===== config.mk =====
export PLATFORM = sky130hd
export DESIGN_NAME = event_frame_crc16_builder_flat
export DESIGN_NICKNAME = d
export VERILOG_FILES = /design/src/sv/efcb_pkg.sv /design/src/sv/efcb_intf.sv /design/src/sv/efcb_ctrl.sv /design/src/sv/efcb_dp.sv /design/src/sv/event_frame_crc16_builder.sv /design/src/flat_wrapper.sv
export SDC_FILE = /design/constraint.sdc
export NUM_CORES = 1
export LEC_CHECK = 0
export BUFFER_PORTS_ARGS = -buffer_cell sky130_fd_sc_hd__buf_2
export CELL_PAD_IN_SITES_DETAIL_PLACEMENT = 0
export CELL_PAD_IN_SITES_GLOBAL_PLACEMENT = 1
export CORE_MARGIN = 10
export CORE_UTILIZATION = 50
export CTS_BUF_LIST = sky130_fd_sc_hd__clkbuf_8
export DETAILED_ROUTE_END_ITERATION = 7
export GPL_TIMING_DRIVEN = 0
export PLACE_DENSITY_LB_ADDON = 0.1
export SLEW_MARGIN = 30
export SYNTH_ARGS = -nofsm -noshare
export SYNTH_HDL_FRONTEND = slang
export SYNTH_SLANG_ARGS = --single-unit

===== constraint.sdc =====
create_clock -name i_clk -period 27.3 [get_ports i_clk]
set_input_delay 1.365 -clock i_clk [delete_from_list [all_inputs] [get_ports i_clk]]
set_output_delay 1.365 -clock i_clk [all_outputs]
set_load 0.005 [all_outputs]

===== src/sv/efcb_pkg.sv =====
// shared types, frame constants and crc helper for the event frame builder
`default_nettype none
package efcb_pkg;

    localparam int unsigned BodyLen  = 28;
    localparam int unsigned FrameLen = 30;
    localparam int unsigned PosW     = 5;

    localparam logic [7:0]  SYNC0       = 8'hA5;
    localparam logic [7:0]  SYNC1       = 8'h5A;
    localparam logic [7:0]  VERSION     = 8'h01;
    localparam logic [7:0]  PAYLOAD_LEN = 8'd24;
    localparam logic [15:0] CRC_INIT    = 16'hFFFF;
    localparam logic [15:0] CRC_POLY    = 16'h1021;

    localparam logic [PosW-1:0] POS_CRC_LO = PosW'(BodyLen);
    localparam logic [PosW-1:0] POS_LAST   = PosW'(FrameLen - 1);

    // controller to datapath
    typedef struct packed {
        logic load;
        logic emit;
    } t_cmd;

    // datapath to controller
    typedef struct packed {
        logic at_last;
    } t_status;

    // crc-16/ccitt-false over one byte, msb first
    function automatic logic [15:0] crc_byte(input logic [15:0] crc, input logic [7:0] b);
        logic [15:0] c;
        c = crc ^ {b, 8'h00};
        for (int k = 0; k < 8; k++) begin
            if (c[15]) begin
                c = {c[14:0], 1'b0} ^ CRC_POLY;
            end else begin
                c = {c[14:0], 1'b0};
            end
        end
        return c;
    endfunction

endpackage
`default_nettype wire


===== src/sv/efcb_intf.sv =====
// event input and frame byte output channel interfaces
`default_nettype none
interface efcb_evt_if;
    logic        valid;
    logic        ready;
    logic [31:0] sequence_number;
    logic [7:0]  event_type;
    logic [15:0] event_id;
    logic [31:0] value_bits;
    logic [31:0] event_flags;
    logic [63:0] payload_data;

    modport source (
        output valid, sequence_number, event_type, event_id, value_bits,
               event_flags, payload_data,
        input  ready
    );
    modport sink (
        input  valid, sequence_number, event_type, event_id, value_bits,
               event_flags, payload_data,
        output ready
    );
endinterface

interface efcb_byte_if;
    logic       valid;
    logic       ready;
    logic [7:0] frame_byte;
    logic       frame_last;

    modport source (output valid, frame_byte, frame_last, input ready);
    modport sink   (input valid, frame_byte, frame_last, output ready);
endinterface
`default_nettype wire


===== src/sv/efcb_ctrl.sv =====
// frame sequencer: accepts an event, then steps the datapath once per byte
`default_nettype none
module efcb_ctrl (
    input  wire logic            i_clk,
    input  wire logic            i_rst_n,
    input  wire logic            i_in_valid,
    output logic                 o_in_ready,
    input  wire logic            i_out_ready,
    output logic                 o_out_valid,
    input  efcb_pkg::t_status    i_status,
    output efcb_pkg::t_cmd       o_cmd
);
    import efcb_pkg::*;

    localparam logic ST_IDLE = 1'b0;
    localparam logic ST_SEND = 1'b1;

    logic r_state, n_state;
    logic r_out_valid, n_out_valid;
    logic out_free;

    assign out_free    = !r_out_valid || i_out_ready;
    assign o_in_ready  = (r_state == ST_IDLE);
    assign o_out_valid = r_out_valid;

    // next state and commands
    always_comb begin
        n_state     = r_state;
        o_cmd       = '0;
        n_out_valid = r_out_valid && !i_out_ready;
        unique case (r_state)
            ST_IDLE: begin
                if (i_in_valid) begin
                    o_cmd.load = 1'b1;
                    n_state    = ST_SEND;
                end
            end
            ST_SEND: begin
                if (out_free) begin
                    o_cmd.emit  = 1'b1;
                    n_out_valid = 1'b1;
                    if (i_status.at_last) begin
                        n_state = ST_IDLE;
                    end
                end
            end
            default: n_state = ST_IDLE;
        endcase
    end

    // state registers
    always_ff @(posedge i_clk) begin
        if (!i_rst_n) begin
            r_state     <= ST_IDLE;
            r_out_valid <= 1'b0;
        end else begin
            r_state     <= n_state;
            r_out_valid <= n_out_valid;
        end
    end

endmodule
`default_nettype wire


===== src/sv/efcb_dp.sv =====
// frame store, byte position, running crc and output word register
`default_nettype none
module efcb_dp (
    input  wire logic            i_clk,
    input  wire logic            i_rst_n,
    input  efcb_pkg::t_cmd       i_cmd,
    input  wire logic [31:0]     i_sequence_number,
    input  wire logic [7:0]      i_event_type,
    input  wire logic [15:0]     i_event_id,
    input  wire logic [31:0]     i_value_bits,
    input  wire logic [31:0]     i_event_flags,
    input  wire logic [63:0]     i_payload_data,
    output efcb_pkg::t_status    o_status,
    output logic [7:0]           o_frame_byte,
    output logic                 o_frame_last
);
    import efcb_pkg::*;

    logic [7:0]      r_frame [BodyLen];
    logic [PosW-1:0] r_pos, n_pos;
    logic [15:0]     r_crc, n_crc;
    logic [7:0]      r_byte, n_byte;
    logic            r_last;
    logic [7:0]      body_byte;
    logic            in_body;

    assign in_body           = (r_pos < POS_CRC_LO);
    assign body_byte         = in_body ? r_frame[r_pos] : 8'h00;
    assign o_status.at_last  = (r_pos == POS_LAST);
    assign o_frame_byte      = r_byte;
    assign o_frame_last      = r_last;

    // byte select and crc step
    always_comb begin
        n_pos  = r_pos;
        n_crc  = r_crc;
        n_byte = r_byte;
        if (i_cmd.load) begin
            n_pos = '0;
            n_crc = CRC_INIT;
        end else if (i_cmd.emit) begin
            n_pos = o_status.at_last ? '0 : r_pos + 1'b1;
            if (in_body) begin
                n_byte = body_byte;
                n_crc  = crc_byte(r_crc, body_byte);
            end else if (r_pos == POS_CRC_LO) begin
                n_byte = r_crc[7:0];
            end else begin
                n_byte = r_crc[15:8];
            end
        end
    end

    // frame capture, one byte per entry in wire order
    always_ff @(posedge i_clk) begin
        if (i_cmd.load) begin
            r_frame[0]  <= SYNC0;
            r_frame[1]  <= SYNC1;
            r_frame[2]  <= VERSION;
            r_frame[3]  <= PAYLOAD_LEN;
            r_frame[8]  <= i_event_type;
            r_frame[9]  <= 8'h00;
            r_frame[10] <= i_event_id[7:0];
            r_frame[11] <= i_event_id[15:8];
            for (int k = 0; k < 4; k++) begin
                r_frame[4 + k]  <= i_sequence_number[8*k +: 8];
                r_frame[12 + k] <= i_value_bits[8*k +: 8];
                r_frame[16 + k] <= i_event_flags[8*k +: 8];
            end
            for (int k = 0; k < 8; k++) begin
                r_frame[20 + k] <= i_payload_data[8*k +: 8];
            end
        end
    end

    // position and crc
    always_ff @(posedge i_clk) begin
        if (!i_rst_n) begin
            r_pos <= '0;
            r_crc <= CRC_INIT;
        end else begin
            r_pos <= n_pos;
            r_crc <= n_crc;
        end
    end

    // output word register
    always_ff @(posedge i_clk) begin
        r_byte <= n_byte;
        if (i_cmd.emit) begin
            r_last <= o_status.at_last;
        end
    end

endmodule
`default_nettype wire


===== src/sv/event_frame_crc16_builder.sv =====
// Event frame builder with CRC-16/CCITT-FALSE trailer.
// Input channel i_evt (valid/ready) carries one event word: sequence
// number, type, identifier, value bits, flags and eight data bytes.
// Output channel o_frm (valid/ready) carries the 30-byte frame one byte per
// word: sync A5 5A, version, length 24, the little-endian event fields,
// the data bytes, then the CRC low and high bytes; frame_last marks the
// CRC high byte.
// Accepting an event captures it into the frame store; the sequencer then
// steps the bytes byte-serially through the crc and output register. With
// the receiver always ready, one byte leaves per cycle. i_evt.ready is high
// only while no frame is being sent; the final byte may still sit in the
// output register when the next event is taken.
// A stalled receiver holds the current byte in the output register and
// freezes the byte sequencer until the byte is taken.
// Synchronous active-low reset empties the output register and returns the
// block to idle; no frame in progress survives it.
`default_nettype none
module event_frame_crc16_builder (
    input  wire logic   i_clk,
    input  wire logic   i_rst_n,
    efcb_evt_if.sink    i_evt,
    efcb_byte_if.source o_frm
);
    import efcb_pkg::*;

    t_cmd    s_cmd;
    t_status s_status;

    efcb_ctrl u_ctrl (
        .i_clk       (i_clk),
        .i_rst_n     (i_rst_n),
        .i_in_valid  (i_evt.valid),
        .o_in_ready  (i_evt.ready),
        .i_out_ready (o_frm.ready),
        .o_out_valid (o_frm.valid),
        .i_status    (s_status),
        .o_cmd       (s_cmd)
    );

    efcb_dp u_dp (
        .i_clk             (i_clk),
        .i_rst_n           (i_rst_n),
        .i_cmd             (s_cmd),
        .i_sequence_number (i_evt.sequence_number),
        .i_event_type      (i_evt.event_type),
        .i_event_id        (i_evt.event_id),
        .i_value_bits      (i_evt.value_bits),
        .i_event_flags     (i_evt.event_flags),
        .i_payload_data    (i_evt.payload_data),
        .o_status          (s_status),
        .o_frame_byte      (o_frm.frame_byte),
        .o_frame_last      (o_frm.frame_last)
    );

    // busy once an event is taken
    a_busy_after_accept: assert property (@(posedge i_clk) disable iff (!i_rst_n)
        (i_evt.valid && i_evt.ready) |=> !i_evt.ready)
        else $error("event accepted while frame in progress");

    // last position step puts a marked byte on the output
    a_last_marked: assert property (@(posedge i_clk) disable iff (!i_rst_n)
        (s_cmd.emit && s_status.at_last) |=> (o_frm.valid && o_frm.frame_last))
        else $error("final frame byte not marked");

    // a new frame never starts while bytes are still being stepped
    a_no_load_while_emit: assert property (@(posedge i_clk) disable iff (!i_rst_n)
        !(s_cmd.load && s_cmd.emit))
        else $error("load and emit in the same cycle");

endmodule
`default_nettype wire

===== src/flat_wrapper.sv =====
// flat-port wrapper written by rule: the top's interface ports become plain ports
module event_frame_crc16_builder_flat import efcb_pkg::*;
  (i_clk, i_rst_n, i_evt_valid, i_evt_sequence_number, i_evt_event_type, i_evt_event_id, i_evt_value_bits, i_evt_event_flags, i_evt_payload_data, i_evt_ready, o_frm_valid, o_frm_frame_byte, o_frm_frame_last, o_frm_ready);
  efcb_evt_if i_evt_i ();
  efcb_byte_if o_frm_i ();
  input  wire logic i_clk;
  input  wire logic i_rst_n;
  input wire logic [$bits(i_evt_i.valid)-1:0] i_evt_valid;
  input wire logic [$bits(i_evt_i.sequence_number)-1:0] i_evt_sequence_number;
  input wire logic [$bits(i_evt_i.event_type)-1:0] i_evt_event_type;
  input wire logic [$bits(i_evt_i.event_id)-1:0] i_evt_event_id;
  input wire logic [$bits(i_evt_i.value_bits)-1:0] i_evt_value_bits;
  input wire logic [$bits(i_evt_i.event_flags)-1:0] i_evt_event_flags;
  input wire logic [$bits(i_evt_i.payload_data)-1:0] i_evt_payload_data;
  output wire logic [$bits(i_evt_i.ready)-1:0] i_evt_ready;
  output wire logic [$bits(o_frm_i.valid)-1:0] o_frm_valid;
  output wire logic [$bits(o_frm_i.frame_byte)-1:0] o_frm_frame_byte;
  output wire logic [$bits(o_frm_i.frame_last)-1:0] o_frm_frame_last;
  input wire logic [$bits(o_frm_i.ready)-1:0] o_frm_ready;
  assign i_evt_i.valid = i_evt_valid;
  assign i_evt_i.sequence_number = i_evt_sequence_number;
  assign i_evt_i.event_type = i_evt_event_type;
  assign i_evt_i.event_id = i_evt_event_id;
  assign i_evt_i.value_bits = i_evt_value_bits;
  assign i_evt_i.event_flags = i_evt_event_flags;
  assign i_evt_i.payload_data = i_evt_payload_data;
  assign i_evt_ready = i_evt_i.ready;
  assign o_frm_valid = o_frm_i.valid;
  assign o_frm_frame_byte = o_frm_i.frame_byte;
  assign o_frm_frame_last = o_frm_i.frame_last;
  assign o_frm_i.ready = o_frm_ready;
  event_frame_crc16_builder u_core (.i_clk(i_clk), .i_rst_n(i_rst_n), .i_evt(i_evt_i), .o_frm(o_frm_i));
endmodule

# Word-level counts from Yosys, hierarchy flattened
# Memories as Yosys holds them, arrays and structs flattened. A register that Yosys moved wholly into a read port is not among the register bits.
# Index checks and enable logic that the tools add are counted.
[word_totals]
register_bits = 32
ram_bits = 224
word_cells = 76
in_bits = 188
mem_count = 1
output_inout_bits = 11
[mem_list]
columns = ["memory", "words", "word_bits", "rd", "rd_clocked_by_memory_dff", "write_ports", "line", "rtl"]
rows = [
  ["u_core.u_dp.r_frame", 28, 8, 1, 1, 28, "efcb_dp.sv:19", "logic [7:0] r_frame [BodyLen];"],
]
[op_classes]
n_reduce_logical = 7
n_eq_ne = 2
magnitude_cmp = 1
bitwise_logic = 12
n_addsub = 1
n_mux = 46
[op_table]
columns = ["cell", "count"]
rows = [
  ["$mux 16", 21],
  ["$mux 13", 8],
  ["$mux 8", 3],
  ["$not 3->3", 8],
  ["$xor 16x16->16", 1],
  ["$mux 5", 3],
  ["$eq 5x5->1 const B", 2],
  ["$mux 1", 10],
  ["$add 5x1->5 const B", 1],
  ["$lt 5x5->1 const B", 1],
  ["$reduce_and 2->1", 2],
  ["$not 1->1", 3],
  ["$logic_not 1->1", 2],
  ["$pmux 1 s2", 1],
  ["$reduce_or 2->1", 1],
  ["$logic_and 1x1->1", 1],
  ["$logic_or 1x1->1", 1],
]

# Longest topological paths before layout
[logic_depth]
depth_word = 40
depth_mapped = 11
mapped_depth_nobuf = 7

# Modules after synthesis
# A second synthesis with hierarchy kept.
[hier_totals]
cells_unflattened = 519
area_unflattened_um2 = 8923.6
[by_module_without_submodules]
columns = ["module", "cells_per_inst", "area_per_inst_um2", "seq_area_each_um2", "instances"]
rows = [
  ["efcb_dp", 510, 8831.0, 6316.1, 1],
  ["efcb_ctrl", 9, 92.6, 40.0, 1],
]

# Worst setup path before layout
# OpenSTA, ideal clock, no wires.
[synth_path]
kind = "input to register"
from = "in i_evt_valid"
to = "reg u_core.u_dp.r_crc[5]"
setup_time_ns = 0.086
path_buffers = 0
setup_slack_ns = 16.803
required_time_ns = 27.214
arrival_ns = 10.411
cell_stages = 5
path_cell_list = "nor2b_1 nand2b_1 nor2_1 and3_1 a211oi_1"
[synth_between]
elab_chain_cells = 3
[synth_lines]
columns = ["element", "line", "rtl"]
rows = [
  ["start, declared", "flat_wrapper.sv:8", "input wire logic [$bits(i_evt_i.valid)-1:0] i_evt_valid;"],
  ["$mux 1", "efcb_ctrl.sv:33", "if (i_in_valid) begin"],
  ["$mux 1", "efcb_ctrl.sv:31", "unique case (r_state)"],
  ["$reduce_or 2->1 (no line)", "--", ""],
  ["end signal, assigned", "efcb_dp.sv:83", "r_crc <= n_crc;"],
  ["end, declared", "efcb_dp.sv:21", "logic [15:0] r_crc, n_crc;"],
]
# Every way passes these cells.
# A chain may end at the register's enable or synchronous reset.

==> qor.txt <==
nets@finish: 968
Tmin final: 2990 ps
Crit Path Category: reg -> reg
synthesis-to-finish area growth: 24.0%
Worst-path clk slew: 60 ps
Synth Instances: 530
Max Cap Viol: 0
Final Worst Setup Slack: 24,310 ps
WP data arrival: 3430 ps
TNS Setup: 0 ps
H-tree depth: 2
outcome: completed
placed insts: 965
Critical Path RT: 27,740 ps
layout cell share with drive strength beyond 1: 0.374
detailed placer's ending HPWL: 16,900 um
CORE AREA: 17,900 um^2
Slew Limit Fails: 0
Fin Hold WS: 513 ps
EDFF count, synth: 193
clk sinks: 221
total global-route track usage: 0.187
Root Driver: clkbuf_8
CP Capture Type: flip-flop
Avg Cell Area, Syn: 17.1 um^2
Mapped Area: 9080 um^2
GR Overflow Total: 0
final clock skew: 32.8 ps
Overall Power: 736 uW
Die W: 155 um
largest net degree at the start of global routing: 29
CTS buffer count: 39
Rows: 49
final wirelength: 22,800 um
post-synth cell types: 60
PD cells: 65.4 nW/um^2
post-synthesis sequential area ratio: 0.700
peak supply drop: 45.9 uV
Async S/R FF share, synth: 0
endpoints failing setup: 0
slew margin rel.: 0.533
Starting Density: 0.507
pre-CTS WS: 23,900 ps
Die Area: 24,000 um^2
vias in the first global route: 6,251
worst slew pin tran: 696 ps
Mapped Nets: 721
crit path max fanout: 10
Post-CTS Hold Fix Bufs: 0
Fin. Hold Viols: 0
drt via density: 5.42
Worst Hold Class: reg -> reg
Die Span Y: 155 um
Top FF cell, synth: edfxtp_1
RSZ-0062 raised after global routing: false
Worst setup SP type: flip-flop
fin cells: 1,034
drt first pass iters: 5
Placer Congestion: 0.841
fin crit share: 0.110
DRC viols: 0
IO buf count: 198
global-route wire length before repair: 34,800 um
initial antenna violation count: 0
clk buf depth: 3
Post-CTS Setup Inserts: 0
Detail Route Antenna Nets: 0
drt wl/cell: 22.0 um
drt initial violations: 370
Worst-Skew Late Latency: 530 ps
n_diodes: 0
io pins: 199
P_leak: 4.31 nW
CTS tree: built
f_max: 334 MHz
Vias: 5,606
Synthesis Warnings: 0
FF+latch count, synth: 221
PostCTS Resize Cnt: 0
==> flip-flops by register name, summed over array words and instances, names as in the netlist, named ones only <==
signal and cells:
u_core.u_ctrl.o_out_valid 1, u_core.u_dp.r_frame 184, u_core.u_dp.r_crc 16, u_core.u_dp.o_frame_byte 8, u_core.u_dp.o_frame_last 1, u_core.u_ctrl.r_state 1, u_core.u_dp.r_pos 5
==> critical path: stages (launching register included) <==
cell and delay (ps):
dfxtp_1 300, buf_2 260, buf_4 280, buf_2 320
a21oi_1 140, a21oi_1 250, a22oi_1 180, xnor2_1 620
xnor3_1 430, o21ai_1 120
==> routing by layer <==
layer	vias to the layer above	wire length, um	GRT usage	part of all wire
li1	2594	-	-	-
met1	2719	9830	0.246	0.43
met2	256	10600	0.292	0.47
met3	37	1840	0.0532	0.081
met4	0	487	0.0625	0.021
met5	-	0	0	0
==> layout by cell type, fill, tap and decap left out, types with 10 or more instances in the layout <==
| master | count |
|---|---|
| nor2_1 | 10 |
| mux2i_1 | 36 |
| mux4_1 | 11 |
| xnor2_1 | 13 |
| mux4_2 | 16 |
| clkbuf_8 | 41 |
| edfxtp_1 | 193 |
| nand2_1 | 30 |
| inv_1 | 25 |
| a21oi_1 | 19 |
| o211ai_1 | 10 |
| buf_2 | 204 |
| o21ai_0 | 25 |
| dfxtp_1 | 28 |
==> path summary, 6_finish.rpt <==
| kind | start | end | slack, ps | cells after the start |
|---|---|---|---|---|
| min | u_core.u_dp.r_crc[9]$_SDFFE_PP1P_ | u_core.u_dp.r_crc[9]$_SDFFE_PP1P_ | 510 | 2 |
| min reg2reg | u_core.u_dp.r_crc[9]$_SDFFE_PP1P_ | u_core.u_dp.r_crc[9]$_SDFFE_PP1P_ | 510 | 2 |
| max reg2reg | flip-flop | u_core.u_dp.r_crc[6]$_SDFFE_PP1P_ | 24310 | 9 |
| max | flip-flop | u_core.u_dp.r_crc[6]$_SDFFE_PP1P_ | 24310 | 9 |
==> cells in the mapped netlist (all sizes together), types with 5 or more instances <==
| master | instances | share of area |
|---|---|---|
| a21oi | 19 | 0.010 |
| and3 | 7 | 0.0048 |
| buf | 20 | 0.020 |
| clkbuf | 6 | 0.0029 |
| dfxtp | 28 | 0.062 |
| edfxtp | 193 | 0.64 |
| inv | 11 | 0.0045 |
| mux2i | 36 | 0.040 |
| mux4 | 27 | 0.072 |
| nand2 | 31 | 0.013 |
| nand2b | 7 | 0.0048 |
| nand3 | 9 | 0.0050 |
| nor2 | 10 | 0.0041 |
| nor2b | 6 | 0.0041 |
| o211ai | 10 | 0.0083 |
| o21ai | 28 | 0.015 |
| o221ai | 5 | 0.0048 |
| o22ai | 6 | 0.0048 |
| xnor2 | 14 | 0.014 |
| xnor3 | 7 | 0.017 |
| xor2 | 7 | 0.0084 |
==> logic make-up after synthesis <==
kind of cell    share of synthesized area
flops                               0.700
buf+inv                            0.0287
xor+xnor                           0.0401
compound gates                     0.0667
mux                                 0.117
fa+ha+maj                         0.00413
simple gates                       0.0434
==> final cells by class <==
cell class | instances | area [um^2]
buffer | 27 | 215
clock buffer | 41 | 564
multi-input combinational | 270 | 2470
fill | 1368 | 6650
clock inverter | 28 | 119
tap | 229 | 287
sequential | 221 | 6360
timing repair buffer | 206 | 1200
inverter | 12 | 45.0
==> power by group <==
part,total [mW],internal (mW),leakage [nW],switching [mW]
sequential,0.395,0.390,2.06,0.00591
clock,0.268,0.139,0.402,0.130
combinational,0.0724,0.0370,1.84,0.0353
total,0.736,0.565,4.31,0.171
==> stage by stage <==
step | area, um^2 | util
3_5_place_dp | 10600 | 0.591
6_report | 11300 | 0.629
4_1_cts | 11300 | 0.629
2_1_floorplan | 9080 | -
5_1_grt | 11300 | 0.629
3_3_place_gp | 10400 | 0.579
Power figures use the tool's default switching activity.
